$ cat src/hw/rtl/tbm_pkg.sv
`timescale 1ns / 1ps
// Shared types and constants for the tap-tempo meter.
// Used by tbm_div, tbm_dp, tbm_ctrl and tap_tempo_bpm_meter; depends on nothing.
package tbm_pkg;

  // Window storage
  localparam int MAX_TAPS = 16;
  localparam int SLOT_W   = $clog2(MAX_TAPS);
  localparam int CNT_W    = $clog2(MAX_TAPS + 1);

  // Field widths
  localparam int TS_W  = 64;
  localparam int TPS_W = 32;
  localparam int RAS_W = 8;
  localparam int TTA_W = 5;
  localparam int BPM_W = 24;

  // 60 s * 256 (Q8) per minute
  localparam int Q8_MIN_W = 14;
  localparam logic [Q8_MIN_W-1:0] Q8_MINUTE = Q8_MIN_W'(15360);

  localparam int TMO_W    = RAS_W + TPS_W;
  localparam int SCALED_W = TPS_W + Q8_MIN_W;
  localparam int NUM_W    = SCALED_W + SLOT_W;
  localparam int DIV_CNT_W = $clog2(NUM_W);

  localparam logic [BPM_W-1:0] TEMPO_MAX = {BPM_W{1'b1}};

  // Configuration register map
  localparam int CFG_DATA_W = 32;
  localparam int CFG_ADDR_W = 4;
  localparam int CFG_IDX_W  = 2;
  localparam logic [CFG_IDX_W-1:0] REG_TPS = 2'd0;
  localparam logic [CFG_IDX_W-1:0] REG_RAS = 2'd1;
  localparam logic [CFG_IDX_W-1:0] REG_TTA = 2'd2;

  localparam logic [TPS_W-1:0] TPS_RST = TPS_W'(10000000);
  localparam logic [RAS_W-1:0] RAS_RST = RAS_W'(3);
  localparam logic [TTA_W-1:0] TTA_RST = TTA_W'(8);

  // Input operation codes
  localparam logic OP_TAP   = 1'b0;
  localparam logic OP_RESET = 1'b1;

  // Controller to datapath commands
  typedef struct packed {
    logic accept;      // latch input word, read newest slot
    logic check;       // reset/timeout decision, ring update
    logic read_old;    // read oldest slot
    logic start_div;   // launch the divider
    logic set_max;     // zero span: saturate tempo
    logic load_tempo;  // take the divider quotient
  } ctrl_cmd_t;

  // Datapath to controller status
  typedef struct packed {
    logic more;        // window holds two or more taps after the update
    logic span_zero;   // newest equals oldest
    logic div_done;    // quotient ready
  } dp_stat_t;

endpackage

$ cat src/hw/rtl/tbm_div.sv
`timescale 1ns / 1ps
// Restoring divider, one quotient bit per cycle.
// Depends on tbm_pkg.
module tbm_div
  import tbm_pkg::*;
(
  input  logic             clk,
  input  logic             rst_n,
  input  logic             start,
  input  logic [NUM_W-1:0] num,
  input  logic [TS_W-1:0]  den,
  output logic             done,
  output logic [NUM_W-1:0] quo
);

  logic [TS_W-1:0]      rem_r, rem_nxt;
  logic [NUM_W-1:0]     quo_r, quo_nxt;
  logic [TS_W-1:0]      den_r;
  logic [DIV_CNT_W-1:0] cnt_r;
  logic                 busy_r;
  logic                 done_r;
  logic [TS_W:0]        trial;
  logic                 ge;

  assign trial = {rem_r, quo_r[NUM_W-1]};
  assign ge    = (trial >= {1'b0, den_r});

  always_comb begin
    quo_nxt = {quo_r[NUM_W-2:0], ge};
    if (ge) begin
      rem_nxt = TS_W'(trial - {1'b0, den_r});
    end else begin
      rem_nxt = trial[TS_W-1:0];
    end
  end

  always_ff @(posedge clk) begin
    if (!rst_n) begin
      busy_r <= 1'b0;
      done_r <= 1'b0;
      cnt_r  <= '0;
    end else begin
      done_r <= 1'b0;
      if (start) begin
        busy_r <= 1'b1;
        cnt_r  <= DIV_CNT_W'(NUM_W - 1);
      end else if (busy_r) begin
        cnt_r <= cnt_r - 1'b1;
        if (cnt_r == '0) begin
          busy_r <= 1'b0;
          done_r <= 1'b1;
        end
      end
    end
  end

  always_ff @(posedge clk) begin
    if (start) begin
      rem_r <= '0;
      quo_r <= num;
      den_r <= den;
    end else if (busy_r) begin
      rem_r <= rem_nxt;
      quo_r <= quo_nxt;
    end
  end

  assign done = done_r;
  assign quo  = quo_r;

endmodule

$ cat src/hw/rtl/tbm_dp.sv
`timescale 1ns / 1ps
// Datapath: tap ring memory, window pointers, timeout and tempo arithmetic.
// Depends on tbm_pkg and tbm_div.
module tbm_dp
  import tbm_pkg::*;
(
  input  logic             clk,
  input  logic             rst_n,
  input  ctrl_cmd_t        cmd,
  output dp_stat_t         stat,
  input  logic             cfg_clr,
  input  logic [TPS_W-1:0] tps,
  input  logic [RAS_W-1:0] ras,
  input  logic [TTA_W-1:0] tta,
  input  logic             in_op,
  input  logic [TS_W-1:0]  in_ts,
  output logic [BPM_W-1:0] tempo,
  output logic [CNT_W-1:0] taps,
  output logic             cleared
);

  logic [TS_W-1:0]     ring_mem [MAX_TAPS];
  logic [TS_W-1:0]     rd_r;
  logic [SLOT_W-1:0]   rd_addr;
  logic                wr_en;
  logic [SLOT_W-1:0]   wr_addr;

  logic [TS_W-1:0]     ts_r;
  logic                op_r;
  logic [TMO_W-1:0]    timeout_r;
  logic [SCALED_W-1:0] scaled_r;
  logic [NUM_W-1:0]    num_r;
  logic [SLOT_W-1:0]   oldest_r, oldest_nxt;
  logic [CNT_W-1:0]    count_r, count_nxt;
  logic [BPM_W-1:0]    tempo_r;
  logic                cleared_r;

  logic [CNT_W-1:0]    win;
  logic                full;
  logic [CNT_W-1:0]    cnt_mid;
  logic                timed_out;
  logic                drop;
  logic [NUM_W-1:0]    quo;
  logic                div_done;

  // Clamp window size to 1..MAX_TAPS
  always_comb begin
    if (tta == '0) begin
      win = CNT_W'(1);
    end else if (CNT_W'(tta) > CNT_W'(MAX_TAPS)) begin
      win = CNT_W'(MAX_TAPS);
    end else begin
      win = CNT_W'(tta);
    end
  end

  // rd_r holds the newest tap during the check
  assign timed_out = (count_r != '0) && ((ts_r - rd_r) > TS_W'(timeout_r));
  assign drop      = (op_r == OP_RESET) || timed_out;

  always_comb begin
    full       = (count_r >= win);
    oldest_nxt = full ? oldest_r + 1'b1 : oldest_r;
    cnt_mid    = full ? count_r - 1'b1 : count_r;
    count_nxt  = cnt_mid + 1'b1;
    wr_addr    = oldest_nxt + cnt_mid[SLOT_W-1:0];
    wr_en      = cmd.check && !drop && !cfg_clr;
    rd_addr    = cmd.read_old ? oldest_r : oldest_r + SLOT_W'(count_r - 1'b1);
  end

  // Ring memory: one write port, one registered read port
  always_ff @(posedge clk) begin
    if (wr_en) begin
      ring_mem[wr_addr] <= ts_r;
    end
    if (cmd.accept || cmd.read_old) begin
      rd_r <= ring_mem[rd_addr];
    end
  end

  // Per-item operands; payload, no reset
  always_ff @(posedge clk) begin
    if (cmd.accept) begin
      ts_r      <= in_ts;
      op_r      <= in_op;
      timeout_r <= TMO_W'(ras) * TMO_W'(tps);
      scaled_r  <= SCALED_W'(tps) * SCALED_W'(Q8_MINUTE);
    end
    if (cmd.check) begin
      num_r <= NUM_W'(scaled_r) * NUM_W'(cnt_mid[SLOT_W-1:0]);
    end
  end

  // Window state
  always_ff @(posedge clk) begin
    if (!rst_n) begin
      oldest_r  <= '0;
      count_r   <= '0;
      tempo_r   <= '0;
      cleared_r <= 1'b0;
    end else if (cfg_clr) begin
      oldest_r <= '0;
      count_r  <= '0;
      tempo_r  <= '0;
    end else begin
      if (cmd.accept) begin
        cleared_r <= 1'b0;
      end
      if (cmd.check) begin
        if (drop) begin
          oldest_r  <= '0;
          count_r   <= '0;
          tempo_r   <= '0;
          cleared_r <= 1'b1;
        end else begin
          oldest_r <= oldest_nxt;
          count_r  <= count_nxt;
        end
      end
      if (cmd.set_max) begin
        tempo_r <= TEMPO_MAX;
      end
      if (cmd.load_tempo) begin
        tempo_r <= (quo[NUM_W-1:BPM_W] != '0) ? TEMPO_MAX : quo[BPM_W-1:0];
      end
    end
  end

  // rd_r holds the oldest tap once the span is formed
  tbm_div u_div (
    .clk   (clk),
    .rst_n (rst_n),
    .start (cmd.start_div),
    .num   (num_r),
    .den   (ts_r - rd_r),
    .done  (div_done),
    .quo   (quo)
  );

  assign stat.more      = !drop && (count_nxt > CNT_W'(1));
  assign stat.span_zero = (ts_r == rd_r);
  assign stat.div_done  = div_done;

  assign tempo   = tempo_r;
  assign taps    = count_r;
  assign cleared = cleared_r;

  a_count_bound : assert property (@(posedge clk) disable iff (!rst_n)
    count_r <= CNT_W'(MAX_TAPS))
    else $error("tap count beyond window storage");

  a_cfg_clear : assert property (@(posedge clk) disable iff (!rst_n)
    cfg_clr |=> (count_r == '0) && (tempo_r == '0) && (oldest_r == '0))
    else $error("config write did not clear the window");

  a_more_taps : assert property (@(posedge clk) disable iff (!rst_n)
    (cmd.check && stat.more && !cfg_clr) |=> (count_r >= CNT_W'(2)))
    else $error("tempo pass started with fewer than two taps");

  a_drop_clears : assert property (@(posedge clk) disable iff (!rst_n)
    (cmd.check && drop && !cfg_clr) |=> (cleared_r && (count_r == '0)))
    else $error("reset or timeout left taps in the window");

endmodule

$ cat src/hw/rtl/tbm_ctrl.sv
`timescale 1ns / 1ps
// Controller FSM: sequences accept, check, span read, divide and emit.
// Depends on tbm_pkg.
module tbm_ctrl
  import tbm_pkg::*;
(
  input  logic      clk,
  input  logic      rst_n,
  input  logic      in_valid,
  output logic      in_ready,
  input  dp_stat_t  stat,
  input  logic      out_free,
  output ctrl_cmd_t cmd,
  output logic      emit
);

  typedef enum logic [2:0] {
    S_IDLE,
    S_CHECK,
    S_READ,
    S_SPAN,
    S_DIV,
    S_EMIT
  } state_t;

  state_t state_r, state_nxt;
  logic   rdy_r;

  always_comb begin
    state_nxt = state_r;
    cmd       = '0;
    emit      = 1'b0;
    case (state_r)
      S_IDLE: begin
        if (in_valid && rdy_r) begin
          cmd.accept = 1'b1;
          state_nxt  = S_CHECK;
        end
      end
      S_CHECK: begin
        cmd.check = 1'b1;
        state_nxt = stat.more ? S_READ : S_EMIT;
      end
      S_READ: begin
        cmd.read_old = 1'b1;
        state_nxt    = S_SPAN;
      end
      S_SPAN: begin
        if (stat.span_zero) begin
          cmd.set_max = 1'b1;
          state_nxt   = S_EMIT;
        end else begin
          cmd.start_div = 1'b1;
          state_nxt     = S_DIV;
        end
      end
      S_DIV: begin
        if (stat.div_done) begin
          cmd.load_tempo = 1'b1;
          state_nxt      = S_EMIT;
        end
      end
      S_EMIT: begin
        if (out_free) begin
          emit      = 1'b1;
          state_nxt = S_IDLE;
        end
      end
      default: begin
        state_nxt = S_IDLE;
      end
    endcase
  end

  always_ff @(posedge clk) begin
    if (!rst_n) begin
      state_r <= S_IDLE;
      rdy_r   <= 1'b1;
    end else begin
      state_r <= state_nxt;
      rdy_r   <= (state_nxt == S_IDLE);
    end
  end

  assign in_ready = rdy_r;

endmodule

$ cat src/hw/rtl/tap_tempo_bpm_meter.sv
`timescale 1ns / 1ps
// Tap-tempo meter: sliding-window average of tap intervals as Q8 BPM.
// Reset word, timeout or one held tap: done after the check; else the oldest tap is read and
// the tempo saturates (zero span) or the divider runs 50 restoring steps of one quotient bit each.
// A new word is taken only back in idle; a result the sink has not taken holds the core at emit.
// Reset (rst_n low, synchronous): window empty, tempo 0, registers to defaults; ring
// contents stay undefined and are read only after being written (no clearing pass).
module tap_tempo_bpm_meter
  import tbm_pkg::*;
(
  input  logic                  clk,
  input  logic                  rst_n,
  // Configuration port
  input  logic                  cfg_psel,
  input  logic                  cfg_penable,
  input  logic                  cfg_pwrite,
  input  logic [CFG_ADDR_W-1:0] cfg_paddr,
  input  logic [CFG_DATA_W-1:0] cfg_pwdata,
  output logic [CFG_DATA_W-1:0] cfg_prdata,
  output logic                  cfg_pready,
  // Input stream
  input  logic                  in_tvalid,
  output logic                  in_tready,
  input  logic [63:0]           in_tdata,   // [63:0] timestamp
  input  logic [0:0]            in_tuser,   // [0] operation
  // Result stream
  output logic                  out_tvalid,
  input  logic                  out_tready,
  output logic [31:0]           out_tdata,  // [23:0] bpm_q8, [28:24] taps_held, [31:29] zero
  output logic [0:0]            out_tuser   // [0] window_cleared
);

  // Register file
  logic [TPS_W-1:0]     tps_r;
  logic [RAS_W-1:0]     ras_r;
  logic [TTA_W-1:0]     tta_r;
  logic [CFG_IDX_W-1:0] cfg_idx;
  logic                 cfg_wr;
  logic                 cfg_clr;

  // Output register
  logic                 out_valid_r;
  logic [BPM_W-1:0]     out_bpm_r;
  logic [CNT_W-1:0]     out_taps_r;
  logic                 out_clr_r;
  logic                 out_free;

  ctrl_cmd_t            cmd;
  dp_stat_t             stat;
  logic                 emit;
  logic [BPM_W-1:0]     tempo;
  logic [CNT_W-1:0]     taps;
  logic                 cleared;

  assign cfg_pready = 1'b1;
  assign cfg_idx    = cfg_paddr[CFG_ADDR_W-1:2];
  assign cfg_wr     = cfg_psel && cfg_penable && cfg_pwrite && cfg_pready;

  // Any write to a listed register empties the window; others are ignored
  assign cfg_clr = cfg_wr && ((cfg_idx == REG_TPS) || (cfg_idx == REG_RAS) ||
                              (cfg_idx == REG_TTA));

  always_ff @(posedge clk) begin
    if (!rst_n) begin
      tps_r <= TPS_RST;
      ras_r <= RAS_RST;
      tta_r <= TTA_RST;
    end else if (cfg_wr) begin
      case (cfg_idx)
        REG_TPS: tps_r <= cfg_pwdata[TPS_W-1:0];
        REG_RAS: ras_r <= cfg_pwdata[RAS_W-1:0];
        REG_TTA: tta_r <= cfg_pwdata[TTA_W-1:0];
        default: ;
      endcase
    end
  end

  always_comb begin
    case (cfg_idx)
      REG_TPS: cfg_prdata = CFG_DATA_W'(tps_r);
      REG_RAS: cfg_prdata = CFG_DATA_W'(ras_r);
      REG_TTA: cfg_prdata = CFG_DATA_W'(tta_r);
      default: cfg_prdata = '0;
    endcase
  end

  tbm_ctrl u_ctrl (
    .clk      (clk),
    .rst_n    (rst_n),
    .in_valid (in_tvalid),
    .in_ready (in_tready),
    .stat     (stat),
    .out_free (out_free),
    .cmd      (cmd),
    .emit     (emit)
  );

  tbm_dp u_dp (
    .clk     (clk),
    .rst_n   (rst_n),
    .cmd     (cmd),
    .stat    (stat),
    .cfg_clr (cfg_clr),
    .tps     (tps_r),
    .ras     (ras_r),
    .tta     (tta_r),
    .in_op   (in_tuser[0]),
    .in_ts   (in_tdata),
    .tempo   (tempo),
    .taps    (taps),
    .cleared (cleared)
  );

  // Hold a finished word until the sink takes it; the core may start the next one
  assign out_free = !out_valid_r || out_tready;

  always_ff @(posedge clk) begin
    if (!rst_n) begin
      out_valid_r <= 1'b0;
    end else if (emit) begin
      out_valid_r <= 1'b1;
    end else if (out_tready) begin
      out_valid_r <= 1'b0;
    end
  end

  always_ff @(posedge clk) begin
    if (emit) begin
      out_bpm_r  <= tempo;
      out_taps_r <= taps;
      out_clr_r  <= cleared;
    end
  end

  assign out_tvalid   = out_valid_r;
  assign out_tdata    = {3'b000, out_taps_r, out_bpm_r};
  assign out_tuser[0] = out_clr_r;

endmodule
$ cat config.mk
export PLATFORM = sky130hd
export DESIGN_NAME = tap_tempo_bpm_meter
export DESIGN_NICKNAME = d
export VERILOG_FILES = /design/src/hw/rtl/tbm_pkg.sv /design/src/hw/rtl/tbm_div.sv /design/src/hw/rtl/tbm_dp.sv /design/src/hw/rtl/tbm_ctrl.sv /design/src/hw/rtl/tap_tempo_bpm_meter.sv
export SDC_FILE = /design/constraint.sdc
export NUM_CORES = 2
export LEC_CHECK = 0
export BUFFER_PORTS_ARGS = -buffer_cell sky130_fd_sc_hd__clkbuf_2
export CORE_MARGIN = 2
export CORE_UTILIZATION = 40
export DETAILED_ROUTE_END_ITERATION = 8
export PLACE_DENSITY = 0.59
export SETUP_SLACK_MARGIN = 0.02
export SLEW_MARGIN = 10
export SYNTH_ARGS = -nofsm -noshare
export SYNTH_HDL_FRONTEND = slang
export SYNTH_SLANG_ARGS = --single-unit
$ cat constraint.sdc
create_clock -name clk -period 17.3 [get_ports clk]
set_input_delay 0.865 -clock clk [delete_from_list [all_inputs] [get_ports clk]]
set_output_delay 0.865 -clock clk [all_outputs]
set_load 0.01 [all_outputs]
==> results.cfg <==
[power_and_ir_drop]
worst_voltage_drop_across_the_vdd_grid_v = 0.000146
pwr_dens_mw_per_mm2 = 144
leakage_nw = 35.6

[route]
drc_violations = 0
vias_per_cell = 5.47
firstDrtPassIters = 6
route.vias.total = 55700
final_antenna_net_count = 0
detail_route.iter0.violations = 4683
routedWlPerCell_um = 20.8
wire_length_after_detailed_routing_mm = 211

[layout]
area_overhead_of_the_layout_relative_to_synthesis_pct = 11.5
multiInputGateArea_mm2 = 0.0343
fillerInstances = 18900
fin_util = 0.448
nets = 8077
seq_area_mm2 = 0.0456
post_route_cells_drive_above_1_share = 0.0812

[yosys]
synth.largest_area_cell = edfxtp_1
synth_cells = 7287
synth-warning-count = 0
synthesized_area_per_cell_um2 = 11.4
post-synth-top-area-fraction = 0.510
synth_top_flop_cell = edfxtp_1
synth_enable_flop_cells = 1413
syn_area_mm2 = 0.0832
postSynth.asyncResetShare = 0
netlist-cell-type-count = 85
synth-seq-cells = 1569
synthTopCellsByArea = edfxtp_1, fa_1, nand2_1
synth_seq_area_share = 0.548

[clocking]
cts_tree = built
ctsLongestPathBuffers = 3
insertion_delay_ns = 0.85
cts_hold_buffers = 0
cts_htree_levels = 4
clk_pin_slew_ns = 0.06
clkSinkCount = 1569
post_cts_resize_count = 0
clock_tree_root_driver_cell = clkbuf_16
cts-buffers-inserted = 171
cts_post_setup_buffers_inserted = 0

[job]
cap_viol_max_count = 0

[timing]
hold_slack_ns = 0.194
slew_viol_final = 0
final.period_utilization = 0.549
slew_headroom = 0.144
setup_viol = 0
rsz0062_at_grt = false
fmax_mhz = 105
final.setup.tns_ns = 0
final_min_period_ns = 9.50
worst_pin_slew_ns = 1.28
final.setup_skew_ns = 0.0732
hold_viol_final = 0

[critical_path]
worst_path_largest_cell_delay_ns = 0.87
cp-start-kind = register
worst-endpoint-arrival_ns = 9.94
crit_path_top_delay_cell = buf_4
cp_data_required_time_ns = 17.74
timing.critical_path.mode_cell = nand2_1
worst-r2r-cell-count = 28
critical_path.endpoint_type = register
critPathMaxFanout = 47
worstSetupPathType = register to register

[floorplan]
chipWidth_um = 460
initial_utilization = 0.402
placeableCoreArea_mm2 = 0.207
die_area_mm2 = 0.212
fp-row-count = 167
ioPinCount = 176
floorplan.die.height_um = 460

[global_routing]
globalRouteOverflowTotal = 0
via_count_of_the_first_global_routing_pass = 54600
antenna_found_initial = 2
grt_max_degree = 163
grt_pass1_wl_mm = 325
grt_util_all_layers = 0.198

[place]
gpl.final_weighted_congestion = 0.894
detailed_place_hpwl_mm = 135
place.port_buffers = 169

[status]
status = completed

[hold_path]
worstHoldPathCells = 1
worstHoldPathType = primary input to register
-- cells by family (layout without fill, tap and decap cells) --
group	count (synthesis)	after routing	synth area share
AO/OA/AOI/OAI	1670	1670	0.132
XOR/XNOR	233	233	0.0245
adder cells (fa/ha/maj)	638	638	0.124
buffers and inverters	934	1116	0.0426
flip-flops	1569	1569	0.548
multiplexers	39	39	0.00474
other	2	5	0.0000903
AND/OR/NAND/NOR	2202	2202	0.124
-- worst max-delay path, delay by kind of cell (launching register included) --
family          cells  cell delay, ns
simple gates       13            3.20
compound gates      6            2.28
buf+inv             4            1.44
fa+ha+maj           3            0.96
flops               1            0.59
mux                 1            0.28
xor+xnor            1            0.25
-- flip-flops by register name, summed over array words and instances (netlist names), 3 cells and up --
name and cells:
u_dp.ring_mem 1024, u_dp.oldest_r 4, out_bpm_r 24, u_dp.u_div.rem_r 64, u_dp.rd_r 64, tps_r 32
u_dp.tempo 24, u_dp.u_div.den_r 64, tta_r 5, u_dp.ts_r 64, u_dp.num_r 40, out_taps_r 5
u_dp.u_div.cnt_r 6, u_dp.timeout_r 40, ras_r 8, u_dp.u_div.quo 50, u_ctrl.state_r 3, u_dp.taps 5
u_dp.scaled_r 36
-- final cells by class --
class	instances	share of cell area
antenna	1	0.0000270
clock buffer	209	0.0487
clock inverter	104	0.0138
inverter	523	0.0212
multi-input combinational	4786	0.370
sequential	1569	0.491
tap	2704	0.0365
timing repair buffer	280	0.0186
-- cells in the final DEF (no fill, tap or decap), types with 13 or more instances in the layout --
cell | netlist | routed
nor4_1 | 29 | 13
clkbuf_16 | 0 | 173
edfxtp_1 | 1413 | 1413
nand2_1 | 1093 | 1092
o21ai_0 | 188 | 188
nand3_1 | 78 | 78
clkinv_1 | 0 | 32
clkbuf_1 | 382 | 31
o21bai_1 | 43 | 43
bufinv_16 | 0 | 18
xnor2_1 | 157 | 153
nor3_1 | 56 | 55
nand2b_1 | 39 | 39
o22ai_1 | 16 | 16
a21oi_1 | 500 | 498
and2_0 | 67 | 67
nor4_2 | 0 | 16
ha_1 | 325 | 325
dfxtp_1 | 156 | 155
nand4_1 | 50 | 50
a31oi_1 | 159 | 159
and3_1 | 30 | 30
xor2_1 | 76 | 76
nor2_1 | 253 | 253
clkinv_2 | 0 | 21
a311oi_1 | 130 | 130
mux2i_1 | 36 | 34
fa_1 | 313 | 313
a21o_1 | 121 | 121
buf_4 | 5 | 107
o21a_1 | 26 | 26
and2_1 | 419 | 419
clkbuf_2 | 0 | 169
inv_1 | 522 | 519
a211oi_1 | 348 | 348
nor2b_1 | 33 | 32
-- where the power goes --
part           internal [W]  switching, W
Sequential          0.00478      0.000308
Clock               0.00215       0.00157
Combinational       0.00154       0.00297
-- cell usage after synthesis (7+ instances only) --
| cell type | number |
|---|---|
| dfxtp_1 | 156 |
| and3_1 | 30 |
| o221ai_2 | 10 |
| ha_1 | 325 |
| buf_2 | 12 |
| a41oi_1 | 7 |
| nor3_1 | 56 |
| a21oi_1 | 500 |
| o2111ai_1 | 7 |
| o22ai_1 | 16 |
| and2_1 | 419 |
| a31oi_1 | 159 |
| nor4_1 | 29 |
| or3_1 | 12 |
| or2_2 | 9 |
| o21ai_0 | 188 |
| edfxtp_1 | 1413 |
| nand2b_1 | 39 |
| a311oi_1 | 130 |
| nor2_1 | 253 |
| a21o_1 | 121 |
| fa_1 | 313 |
| a211oi_1 | 348 |
| nand3_1 | 78 |
| o21a_1 | 26 |
| nor3b_1 | 9 |
| and2_0 | 67 |
| o21bai_1 | 43 |
| nand4_1 | 50 |
| a21boi_0 | 12 |
| nor2b_1 | 33 |
| a2111oi_0 | 8 |
| clkbuf_1 | 382 |
| inv_1 | 522 |
| o211ai_1 | 12 |
| buf_1 | 11 |
| nand2_1 | 1093 |
| xnor2_1 | 157 |
| mux2i_1 | 36 |
| o31ai_1 | 12 |
| xor2_1 | 76 |
-- metrics by stage --
step	setup slack [ns]	instances	power (W)	instance area [um^2]
2_1_floorplan	5.27	7289	0.00821	83200
3_3_place_gp	8.09	9862	0.00960	86900
3_5_place_dp	7.98	9862	0.00965	86900
4_1_cts	7.90	10200	0.0134	92700
5_1_grt	7.46	10200	0.0141	92700
6_report	7.80	10200	0.0133	92700
-- worst paths after layout --
check	endpoint	from	slack [ns]
worst max-delay path	u_dp.ring_mem[1][25]	u_dp.ts_r[0]	7.80
worst min register to register	out_bpm_r[2]	u_dp.tempo[2]	0.43
worst min-delay path	u_dp.ts_r[18]	in_tdata[18]	0.19
worst max register to register	u_dp.ring_mem[1][25]	u_dp.ts_r[0]	7.80
-- per-layer routing --
metal	track usage	part of all wire	vias up
met5	0	0	-
met4	0.0603	0.027	0
met3	0.0304	0.056	305
met2	0.319	0.47	1468
met1	0.275	0.45	27800
li1	-	-	26200
(Power assumes the default switching activity.)
